==> src/design/lws_pkg.sv <==
// Shared types and constants for the latency window statistics block.
// No dependencies; imported by the top level and its port checker.
package lws_pkg;

   localparam int CNT_W      = 7;
   localparam int LAT_W      = 16;
   localparam int SAMPLE_W   = 17;
   localparam int SUM_W      = LAT_W + CNT_W;
   localparam int DIV_CNT_W  = $clog2(SUM_W);
   localparam int FRAC_SHIFT = 15;
   localparam int CSR_ADDR_W = 1;
   localparam int CSR_DATA_W = 16;

   localparam logic [LAT_W-1:0] FRACTION_ONE = 16'd32768;
   localparam logic [LAT_W-1:0] BAND_LIMIT_0 = 16'd160;
   localparam logic [LAT_W-1:0] BAND_LIMIT_1 = 16'd480;
   localparam logic [LAT_W-1:0] BAND_LIMIT_2 = 16'd1600;

   localparam logic [LAT_W-1:0] BUDGET_RESET = 16'd256;
   localparam logic [CNT_W-1:0] WSIZE_RESET  = 7'd64;

   typedef enum logic [CSR_ADDR_W-1:0] {
      CSR_BUDGET_THRESHOLD = 1'b0,
      CSR_WINDOW_SIZE      = 1'b1
   } csr_addr_type;

   typedef enum logic {
      FUNC_RECORD = 1'b0,
      FUNC_CLEAR  = 1'b1
   } func_type;

   typedef enum logic [1:0] {
      BAND_UNDER_10MS  = 2'd0,
      BAND_UNDER_30MS  = 2'd1,
      BAND_UNDER_100MS = 2'd2,
      BAND_ABOVE       = 2'd3
   } band_type;

endpackage

==> src/design/latency_window_statistics.sv <==
// Latency window statistics: after acceptance a request passes through update, a modulus
// division (overwrite only), a memory scan of the filled entries, the mean and fraction
// divisions (non-empty window only) and a finish state, which waits while a stalled result blocks.
// A new request is taken only in idle, after the previous result has been handed over; the
// shared 23-step restoring divider and the one-entry-per-cycle memory scan set the pace.
// Synchronous active-high reset clears control, counters and configuration only.
module latency_window_statistics
   import lws_pkg::*;
#(
   parameter int WINDOW_DEPTH = 64
) (
   input  logic                  clock,
   input  logic                  reset,
   input  logic                  req_valid,
   output logic                  req_stall,
   input  logic                  req_func,
   input  logic [SAMPLE_W-1:0]   req_sample_latency,
   output logic                  rsp_valid,
   input  logic                  rsp_stall,
   output logic [LAT_W-1:0]      rsp_mean_latency,
   output logic [LAT_W-1:0]      rsp_worst_latency,
   output logic [LAT_W-1:0]      rsp_fraction_within,
   output logic [CNT_W-1:0]      rsp_sample_count,
   output logic [1:0]            rsp_band,
   output logic                  rsp_rejected,
   input  logic                  csr_we,
   input  logic [CSR_ADDR_W-1:0] csr_addr,
   input  logic [CSR_DATA_W-1:0] csr_wdata
);

   localparam int AW = (WINDOW_DEPTH > 1) ? $clog2(WINDOW_DEPTH) : 1;

   typedef enum logic [2:0] {
      ST_IDLE,
      ST_UPDATE,
      ST_DIV_MOD,
      ST_SCAN,
      ST_DIV_MEAN,
      ST_DIV_FRAC,
      ST_FINISH
   } state_type;

   state_type            state_ff;
   logic                 func_ff;
   logic [SAMPLE_W-1:0]  sample_ff;
   logic [LAT_W-1:0]     budget_ff;
   logic [CNT_W-1:0]     wsize_ff;
   logic [CNT_W-1:0]     fill_ff;
   logic [CNT_W-1:0]     widx_ff;
   logic [CNT_W-1:0]     scan_cnt_ff;
   logic                 rd_vld_ff;
   logic [SUM_W-1:0]     sum_ff;
   logic [LAT_W-1:0]     worst_ff;
   logic [CNT_W-1:0]     within_ff;
   logic [LAT_W-1:0]     mean_ff;
   logic [1:0]           band_ff;
   logic                 rejected_ff;
   logic [SUM_W-1:0]     div_num_ff;
   logic [CNT_W-1:0]     div_rem_ff;
   logic [CNT_W-1:0]     div_den_ff;
   logic [DIV_CNT_W-1:0] div_cnt_ff;
   logic                 rsp_valid_ff;
   logic [LAT_W-1:0]     rsp_mean_ff;
   logic [LAT_W-1:0]     rsp_worst_ff;
   logic [LAT_W-1:0]     rsp_frac_ff;
   logic [CNT_W-1:0]     rsp_count_ff;
   logic [1:0]           rsp_band_ff;
   logic                 rsp_rejected_ff;

   logic [LAT_W-1:0]     mem [WINDOW_DEPTH];
   logic [LAT_W-1:0]     mem_q_ff;

   logic [CNT_W-1:0]     cap;
   logic                 full;
   logic                 negative;
   logic [LAT_W-1:0]     sample_mag;
   logic                 mem_we;
   logic [AW-1:0]        mem_waddr;
   logic [AW-1:0]        mem_raddr;
   logic [CNT_W:0]       div_shift;
   logic [CNT_W:0]       div_diff;
   logic                 div_ge;
   logic [CNT_W-1:0]     div_rem_in;
   logic [SUM_W-1:0]     div_num_in;
   logic                 div_last;
   logic                 out_free;
   band_type             band_in;

   always_comb begin
      if (wsize_ff == '0) begin
         cap = CNT_W'(1);
      end else if (32'(wsize_ff) > WINDOW_DEPTH) begin
         cap = CNT_W'(WINDOW_DEPTH);
      end else begin
         cap = wsize_ff;
      end
   end

   assign full       = (fill_ff >= cap);
   assign negative   = sample_ff[SAMPLE_W-1];
   assign sample_mag = sample_ff[LAT_W-1:0];

   always_comb begin
      if (sample_mag < BAND_LIMIT_0) begin
         band_in = BAND_UNDER_10MS;
      end else if (sample_mag < BAND_LIMIT_1) begin
         band_in = BAND_UNDER_30MS;
      end else if (sample_mag < BAND_LIMIT_2) begin
         band_in = BAND_UNDER_100MS;
      end else begin
         band_in = BAND_ABOVE;
      end
   end

   assign mem_we    = (state_ff == ST_UPDATE) && (func_ff == FUNC_RECORD) && !negative;
   assign mem_waddr = full ? AW'(widx_ff) : AW'(fill_ff);
   assign mem_raddr = AW'(scan_cnt_ff);

   assign div_shift  = {div_rem_ff, div_num_ff[SUM_W-1]};
   assign div_diff   = div_shift - {1'b0, div_den_ff};
   assign div_ge     = (div_shift >= {1'b0, div_den_ff});
   assign div_rem_in = div_ge ? div_diff[CNT_W-1:0] : div_shift[CNT_W-1:0];
   assign div_num_in = {div_num_ff[SUM_W-2:0], div_ge};
   assign div_last   = (div_cnt_ff == DIV_CNT_W'(SUM_W - 1));
   assign out_free   = !rsp_valid_ff || !rsp_stall;

   always_ff @(posedge clock) begin
      if (mem_we) begin
         mem[mem_waddr] <= sample_mag;
      end
      mem_q_ff <= mem[mem_raddr];
   end

   always_ff @(posedge clock) begin
      if (reset) begin
         budget_ff <= BUDGET_RESET;
         wsize_ff  <= WSIZE_RESET;
      end else if (csr_we) begin
         case (csr_addr)
            CSR_BUDGET_THRESHOLD: budget_ff <= csr_wdata[LAT_W-1:0];
            CSR_WINDOW_SIZE:      wsize_ff  <= csr_wdata[CNT_W-1:0];
            default: ;
         endcase
      end
   end

   always_ff @(posedge clock) begin
      if (reset) begin
         state_ff     <= ST_IDLE;
         fill_ff      <= '0;
         widx_ff      <= '0;
         rd_vld_ff    <= 1'b0;
         rsp_valid_ff <= 1'b0;
      end else begin
         if ((state_ff == ST_FINISH) && out_free) begin
            rsp_valid_ff <= 1'b1;
         end else if (!rsp_stall) begin
            rsp_valid_ff <= 1'b0;
         end
         case (state_ff)
            ST_IDLE: begin
               if (req_valid) begin
                  func_ff   <= req_func;
                  sample_ff <= req_sample_latency;
                  state_ff  <= ST_UPDATE;
               end
            end
            ST_UPDATE: begin
               scan_cnt_ff <= '0;
               rd_vld_ff   <= 1'b0;
               sum_ff      <= '0;
               worst_ff    <= '0;
               within_ff   <= '0;
               if (func_ff == FUNC_CLEAR) begin
                  band_ff     <= BAND_UNDER_10MS;
                  rejected_ff <= 1'b0;
                  fill_ff     <= '0;
                  widx_ff     <= '0;
                  state_ff    <= ST_SCAN;
               end else if (negative) begin
                  band_ff     <= BAND_UNDER_10MS;
                  rejected_ff <= 1'b1;
                  state_ff    <= ST_SCAN;
               end else begin
                  band_ff     <= band_in;
                  rejected_ff <= 1'b0;
                  if (!full) begin
                     fill_ff  <= fill_ff + CNT_W'(1);
                     state_ff <= ST_SCAN;
                  end else begin
                     div_num_ff <= SUM_W'(widx_ff) + SUM_W'(1);
                     div_den_ff <= cap;
                     div_rem_ff <= '0;
                     div_cnt_ff <= '0;
                     state_ff   <= ST_DIV_MOD;
                  end
               end
            end
            ST_DIV_MOD: begin
               div_num_ff <= div_num_in;
               div_rem_ff <= div_rem_in;
               div_cnt_ff <= div_cnt_ff + DIV_CNT_W'(1);
               if (div_last) begin
                  widx_ff  <= div_rem_in;
                  state_ff <= ST_SCAN;
               end
            end
            ST_SCAN: begin
               rd_vld_ff <= (scan_cnt_ff < fill_ff);
               if (scan_cnt_ff < fill_ff) begin
                  scan_cnt_ff <= scan_cnt_ff + CNT_W'(1);
               end
               if (rd_vld_ff) begin
                  sum_ff <= sum_ff + SUM_W'(mem_q_ff);
                  if (mem_q_ff > worst_ff) begin
                     worst_ff <= mem_q_ff;
                  end
                  if (mem_q_ff < budget_ff) begin
                     within_ff <= within_ff + CNT_W'(1);
                  end
               end
               if ((scan_cnt_ff == fill_ff) && !rd_vld_ff) begin
                  if (fill_ff == '0) begin
                     mean_ff    <= '0;
                     div_num_ff <= SUM_W'(FRACTION_ONE);
                     state_ff   <= ST_FINISH;
                  end else begin
                     div_num_ff <= sum_ff;
                     div_den_ff <= fill_ff;
                     div_rem_ff <= '0;
                     div_cnt_ff <= '0;
                     state_ff   <= ST_DIV_MEAN;
                  end
               end
            end
            ST_DIV_MEAN: begin
               if (div_last) begin
                  mean_ff    <= div_num_in[LAT_W-1:0];
                  div_num_ff <= SUM_W'({within_ff, {FRAC_SHIFT{1'b0}}});
                  div_rem_ff <= '0;
                  div_cnt_ff <= '0;
                  state_ff   <= ST_DIV_FRAC;
               end else begin
                  div_num_ff <= div_num_in;
                  div_rem_ff <= div_rem_in;
                  div_cnt_ff <= div_cnt_ff + DIV_CNT_W'(1);
               end
            end
            ST_DIV_FRAC: begin
               div_num_ff <= div_num_in;
               div_rem_ff <= div_rem_in;
               div_cnt_ff <= div_cnt_ff + DIV_CNT_W'(1);
               if (div_last) begin
                  state_ff <= ST_FINISH;
               end
            end
            ST_FINISH: begin
               if (out_free) begin
                  rsp_mean_ff     <= mean_ff;
                  rsp_worst_ff    <= worst_ff;
                  rsp_frac_ff     <= div_num_ff[LAT_W-1:0];
                  rsp_count_ff    <= fill_ff;
                  rsp_band_ff     <= band_ff;
                  rsp_rejected_ff <= rejected_ff;
                  state_ff        <= ST_IDLE;
               end
            end
            default: begin
               state_ff <= ST_IDLE;
            end
         endcase
      end
   end

   assign req_stall           = (state_ff != ST_IDLE);
   assign rsp_valid           = rsp_valid_ff;
   assign rsp_mean_latency    = rsp_mean_ff;
   assign rsp_worst_latency   = rsp_worst_ff;
   assign rsp_fraction_within = rsp_frac_ff;
   assign rsp_sample_count    = rsp_count_ff;
   assign rsp_band            = rsp_band_ff;
   assign rsp_rejected        = rsp_rejected_ff;

endmodule

==> config.mk <==
export PLATFORM = sky130hd
export DESIGN_NAME = latency_window_statistics
export DESIGN_NICKNAME = d
export VERILOG_FILES = /design/src/design/lws_pkg.sv /design/src/design/latency_window_statistics.sv
export SDC_FILE = /design/constraint.sdc
export NUM_CORES = 2
export LEC_CHECK = 0
export BUFFER_PORTS_ARGS = -buffer_cell sky130_fd_sc_hd__buf_2
export CORE_ASPECT_RATIO = 1.1
export CORE_MARGIN = 2
export CORE_UTILIZATION = 47
export CTS_CLUSTER_SIZE = 20
export DETAILED_ROUTE_END_ITERATION = 8
export SLEW_MARGIN = 0
export SYNTH_ARGS = -nofsm -noshare
export SYNTH_HDL_FRONTEND = slang
export SYNTH_SLANG_ARGS = --single-unit
==> constraint.sdc <==
create_clock -name clock -period 8.3 [get_ports clock]
set_clock_uncertainty 0.15 [all_clocks]
set_input_delay 1.245 -clock clock [delete_from_list [all_inputs] [get_ports clock]]
set_output_delay 1.245 -clock clock [all_outputs]
set_load 0.005 [all_outputs]
# Word level (Yosys, flattened, before mapping)
# Memories as Yosys holds them, arrays and structs flattened. A register that Yosys moved wholly into a read port is not among the register bits.
# Index checks and enable logic that the tools add are counted.
totals:
  regBits: 232
  mem_bits_rw: 1024
  in_bits: 40
  out_inout_bits: 60
  elab_cells: 180
  memories: 1
op_classes:
  add_sub_neg: 7
  order_cmp: 9
  n_eq_ne: 27
  n_mux: 70
  bitwise: 3
  n_reduce_logical: 36
mem_list:
  columns: ["memory", "words", "width", "rd", "rd_clocked_by_memory_dff", "wr", "line_no", "rtl"]
  rows:
  - ["mem", 64, 16, 1, 1, 1, "latency_window_statistics.sv:70", "logic [LAT_W-1:0] mem [WINDOW_DEPTH];"]
ops:
  columns: ["op", "count"]
  rows:
  - ["$mux 23", 7]
  - ["$mux 7", 22]
  - ["$pmux 23 s4", 1]
  - ["$mux 16", 5]
  - ["$pmux 16 s2", 2]
  - ["$pmux 7 s2", 4]
  - ["$pmux 23 s2", 1]
  - ["$ne 2x2->1 const B", 18]
  - ["$mux 5", 6]
  - ["$pmux 7 s4", 1]
  - ["$add 23x16->23", 1]
  - ["$add 7x1->7 const B", 3]
  - ["$pmux 3 s7", 1]
  - ["$pmux 5 s4", 1]
  - ["$mux 3", 6]
  - ["$reduce_and 3->1", 6]
  - ["$gt 16x16->1", 1]
  - ["$lt 16x11->1 const B", 1]
  - ["$lt 16x16->1", 1]
  - ["$lt 16x8->1 const B", 1]
  - ["$lt 16x9->1 const B", 1]
  - ["$logic_not 7->1", 2]
  - ["$reduce_and 7->1", 2]
  - ["$reduce_and 6->1", 2]
  - ["31 further kinds", 56]

# Depth between registers and ports, before layout
depth:
  depth_word: 8
  depth_mapped: 12
  ltp_nobuf: 10

# Worst setup path before layout
# Ideal clock, no wire load.
synth_path:
  kind: "input-to-reg"
  start: "input port reset"
  end: "register rsp_band_ff[0] (netlist: rsp_band[0]), enable pin"
  setup_time_ns: 0.557
  arrival_ns: 5.881
  required_ns: 7.593
  setup_slack_ns: 1.712
  cell_stages: 3
  path_buffers: 2
  cell_sequence: "clkbuf_1 -> clkbuf_1 -> nor3b_1"
synth_between:
  elab_chain_len: 2
synth_lines:
  columns: ["item", "line_no", "rtl"]
  rows:
  - ["start, declared", "latency_window_statistics.sv:13", "input logic reset,"]
  - ["$not 1->1 (no source line)", null, null]
  - ["$reduce_and 3->1 (no source line)", null, null]
  - ["end signal, assigned", "latency_window_statistics.sv:263", "rsp_band_ff <= band_ff;"]
  - ["end, declared", "latency_window_statistics.sv:67", "logic [1:0] rsp_band_ff;"]
# No other way between the ends.
# A chain may end at the register's enable or synchronous reset.

# Final worst setup path
layout_path:
  start: "register fill_ff[0]"
  end: "memory mem[7][3], enable pin"
layout_between:
  elab_chain_len: 2
layout_lines:
  columns: ["item", "line_no", "rtl"]
  rows:
  - ["start, declared", "latency_window_statistics.sv:48", "logic [CNT_W-1:0] fill_ff;"]
  - ["start signal, assigned", "latency_window_statistics.sv:188", "fill_ff <= fill_ff + CNT_W'(1);"]
  - ["$ge 7x7->1", "latency_window_statistics.sv:99", "assign full = (fill_ff >= cap);"]
  - ["$mux 6 *", "latency_window_statistics.sv:116", "assign mem_waddr = full ? AW'(widx_ff) : AW'(fill_ff);"]
  - ["end, declared", "latency_window_statistics.sv:70", null]
# Every way passes the cells marked *; elsewhere a longest branch is shown, timed or not.

==> summary by stage <==
Status
The run finished with clean final reports.

STA
Summed over all failing endpoints, the final setup total negative slack is 0 ns. Setup repair after global routing left no endpoint under its margin. After layout, the worst path uses 57.2% of the clock period. The final critical delay including setup and external delays is 4.74 ns.

The worst slew slack as a fraction of its limit is 18.0%. The transition time at the pin with the least slew margin is 1.22 ns. The maximum clock frequency is 211 MHz. The final number of hold-violating endpoints was 0. After layout, the worst setup slack is 3.56 ns. Setup violations remaining at the end of the flow were counted as 0.

The number of max-slew violations in the final report is 0.

Detailed routing
The wire length per cell is 28.6 um. The total vias in the final route is 28,000. The met1 wire length is 54,100 um. The detailed-routed wire length on met3 is 8820 um.

The aggregate routed wire length is 132,000 um. The detailed router used layers up to and including met5. The routed length on met2 is 63,700 um.

The detailed-router iteration count before antenna repair is 6. The detailed router finished its first iteration with 3,206 violations. The number of antenna-violating nets in the routed design is 0. Dividing the detail-routed via count by the number of cells gives 6.06. The final routed DRC violation total is 0.

Clocking
The cell sitting at the root of the clock tree is a sky130_fd_sc_hd__clkbuf_16. The number of hold buffers added after CTS is 0. In this run the post-CTS setup repair buffer count came out at 0. The clock reaches the later pin of the worst-skew pair after 0.73 ns. The clock tree synthesis step divided the H-tree into 4 levels. The clock net in this run drives a total of 1,272 sinks.

After clock tree synthesis, the clock-pin slew on the worst setup and hold paths is 0.06 ns. The post-cts resize count is 0. The number of buffers created by CTS is 131.

TritonCTS built the clock tree. The buffer depth of the longest clock path is 3.

Synth
After synthesis the cells add up to 51,800 sq um. For this run, asynchronously set or reset flops after synthesis account for 0%. Yosys mapped a number of flops with a built-in enable equal to 1,214. Among all flip-flop cells after synthesis, the most frequent one is sky130_fd_sc_hd__edfxtp_1. Counting every instance in the synthesized netlist gives 2,894.

The net count of the mapped netlist is 3,011. Synthesis instantiated 83 different standard cells from the library. The Yosys step of the flow raised 0 warnings. The synthesized design contains 1,272 register bits. The mean instance size in the synthesized netlist is 17.9 sq um.

The fraction of the yosys area taken by sequential cells is 72.6%.

Hold path
The type of the most critical hold path is register to register. The worst hold path begins at mean_ff[5]$_SDFFCE_PN0P_.

Floorplan
The die is 321 um wide. The initial utilization of the core area, before any placement, comes to 47.4%. In this run the core area contains 127 standard-cell rows.

The area of the die is 113,000 sq um. The floorplan step set the die height to 352 um. The placeable core region is 109,000 sq um. The total I/O pin count is 100.

Placed design
The number of input and output port buffers inserted is 99. Routability-driven placement finished with a final weighted congestion of 0.941. In this run the cell area measured after placement is 54,300 sq um. The detailed placer's ending HPWL is 83,400 um.

The placement-stage worst setup slack is 3.59 ns.

GRT
The pin count of the biggest net entering global routing is 121. The first global-routing pass estimated 193,000 um of wire. After global routing the overflow that remains totals 0.

The number of antenna violations at the first check in global routing is 1. The total global routing track utilization is 23.5%. The via count of the first global-routing pass was 27,900.

Setup path
The start point of the critical path is fill_ff[0]$_SDFFE_PP0P_. The cell depth of the worst flop-to-flop path is 9. The kind of launch point of the worst setup path is a register. Data on the critical path arrives at its endpoint at 4.92 ns. The worst register-to-register path ends at mem[7][3]$_DFFE_PP_. Following the worst setup path forward leads to its endpoint at mem[7][3]$_DFFE_PP_. The top fanout value on the critical path is 24. The register-to-register setup slack is 3.56 ns. The category of the critical setup timing path is register to register. The category of the worst setup path capture point is a register. The worst flop-to-flop path startpoint is fill_ff[0]$_SDFFE_PP0P_. The data required time of the critical path is 8.48 ns.

Layout
In the layout the commonest cells are sky130_fd_sc_hd__edfxtp_1 (1,214), sky130_fd_sc_hd__mux4_2 (224), sky130_fd_sc_hd__nor2_1 (152), sky130_fd_sc_hd__nand2_1 (142), sky130_fd_sc_hd__mux2i_1 (137). The total number of nets in the final design is 3,205. The finished cells cover 58,400 sq um. In the final layout, the share of cells above drive strength 1 is 20.9%. The utilization of the core after routing is 53.5%. The layout overhead on the synthesized area is 12.7%. The library cell used most frequently in the layout, excluding fill and tap cells, is sky130_fd_sc_hd__edfxtp_1.

The repair_antennas step left the layout with diodes totalling 0.

Job
Max-cap violations in this run came to 0.

Power
The largest vdd supply drop is 0.218 mV. The leakage dissipation is 19.3 nW. For this design the ratio of total power to cell area is 277 nW/um^2. The design draws 16.1 mW.
[Yosys cell counts (16+ instances only)]
cell,instances,area (sq um)
sky130_fd_sc_hd__a21o_1,30,225
sky130_fd_sc_hd__a21oi_1,103,515
sky130_fd_sc_hd__a221oi_1,37,324
sky130_fd_sc_hd__a22o_1,18,158
sky130_fd_sc_hd__and2_1,20,125
sky130_fd_sc_hd__and3_1,30,188
sky130_fd_sc_hd__buf_1,17,63.8
sky130_fd_sc_hd__buf_2,39,195
sky130_fd_sc_hd__buf_6,22,248
sky130_fd_sc_hd__clkbuf_1,64,240
sky130_fd_sc_hd__dfxtp_1,58,1160
sky130_fd_sc_hd__edfxtp_1,1214,36500
sky130_fd_sc_hd__ha_1,75,938
sky130_fd_sc_hd__inv_1,73,274
sky130_fd_sc_hd__mux2i_1,137,1370
sky130_fd_sc_hd__mux4_2,224,5040
sky130_fd_sc_hd__nand2_1,142,533
sky130_fd_sc_hd__nand2b_1,16,100
sky130_fd_sc_hd__nand3_1,39,195
sky130_fd_sc_hd__nand4_1,24,150
sky130_fd_sc_hd__nor2_1,153,574
sky130_fd_sc_hd__nor2b_1,16,100
sky130_fd_sc_hd__nor3_1,36,180
sky130_fd_sc_hd__nor4_1,16,100
sky130_fd_sc_hd__o21ai_0,53,265
sky130_fd_sc_hd__o22ai_1,16,100
[power by group]
part / switching, mW / total (mW) / internal, mW / leakage, nW
combinational: 1.87 / 2.93 / 1.07 / 5.87
clock: 2.36 / 5.57 / 3.20 / 1.95
sequential: 0.244 / 7.64 / 7.39 / 11.4
[critical path: stages, from the launching register on]
cell and delay, ns:
sky130_fd_sc_hd__dfxtp_1 0.54, sky130_fd_sc_hd__inv_1 0.26, sky130_fd_sc_hd__ha_1 0.34, sky130_fd_sc_hd__nand2b_1 0.11
sky130_fd_sc_hd__a21o_1 0.11, sky130_fd_sc_hd__a21oi_1 0.16, sky130_fd_sc_hd__o21ai_4 0.45, sky130_fd_sc_hd__buf_4 0.38
sky130_fd_sc_hd__mux2_2 0.68, sky130_fd_sc_hd__nor4_4 1.10
[registers in the layout, indices dropped and copies added, names as in the netlist, 16 cells and up]
signal	flops
rsp_fraction_within	16
worst_ff	16
mem	1024
mean_ff	16
div_num_ff	23
rsp_worst_latency	16
sum_ff	23
mem_q_ff	16
sample_ff	17
rsp_mean_latency	16
budget_ff	16
[layout make-up]
class                      instances  area [sq um]
multi-input combinational       1396         13300
clock buffer                     164          3510
timing repair buffer             213          1380
clock inverter                    72           523
tap                             1419          1780
sequential                      1272         37600
inverter                          74           278
fill                            8575         50800
[routing by layer]
| metal | vias up | GRT usage (%) |
|---|---|---|
| li1 | 12100 | - |
| met1 | 14600 | 32.2 |
| met2 | 1089 | 37.6 |
| met3 | 218 | 3.81 |
| met4 | 2 | 9.73 |
| met5 | - | 0 |
[cells by family (layout without fill, tap and decap cells)]
kind of cell	count (synthesis)	after routing	synth area share [%]
flip-flops	1272	1272	72.6
AND/OR/NAND/NOR	528	528	4.89
AO/OA/AOI/OAI	391	391	5.33
multiplexers	372	372	12.7
buffers and inverters	226	523	2.14
adder cells (fa/ha/maj)	77	77	1.89
XOR/XNOR	28	28	0.474
[metrics by stage]
step | std cells | hold WS [ns]
detailed placement | 4374 | 0.255
floorplan | 2894 | 0.250
global placement | 4374 | 0.251
global route | 4610 | 0.270
finish | 4610 | 0.267
CTS | 4610 | 0.267
[worst min path at each step]
stage / endpoint / depth (start not counted)
2_1_floorplan: rsp_band[0]$_DFFE_PP_ / 0
3_3_place_gp: rsp_rejected$_DFFE_PP_ / 0
3_5_place_dp: rsp_mean_latency[13]$_DFFE_PP_ / 0
4_1_cts: rsp_band[0]$_DFFE_PP_ / 0
5_1_grt: rsp_mean_latency[13]$_DFFE_PP_ / 0
6_report: rsp_mean_latency[5]$_DFFE_PP_ / 0
(Power assumes the default switching activity.)
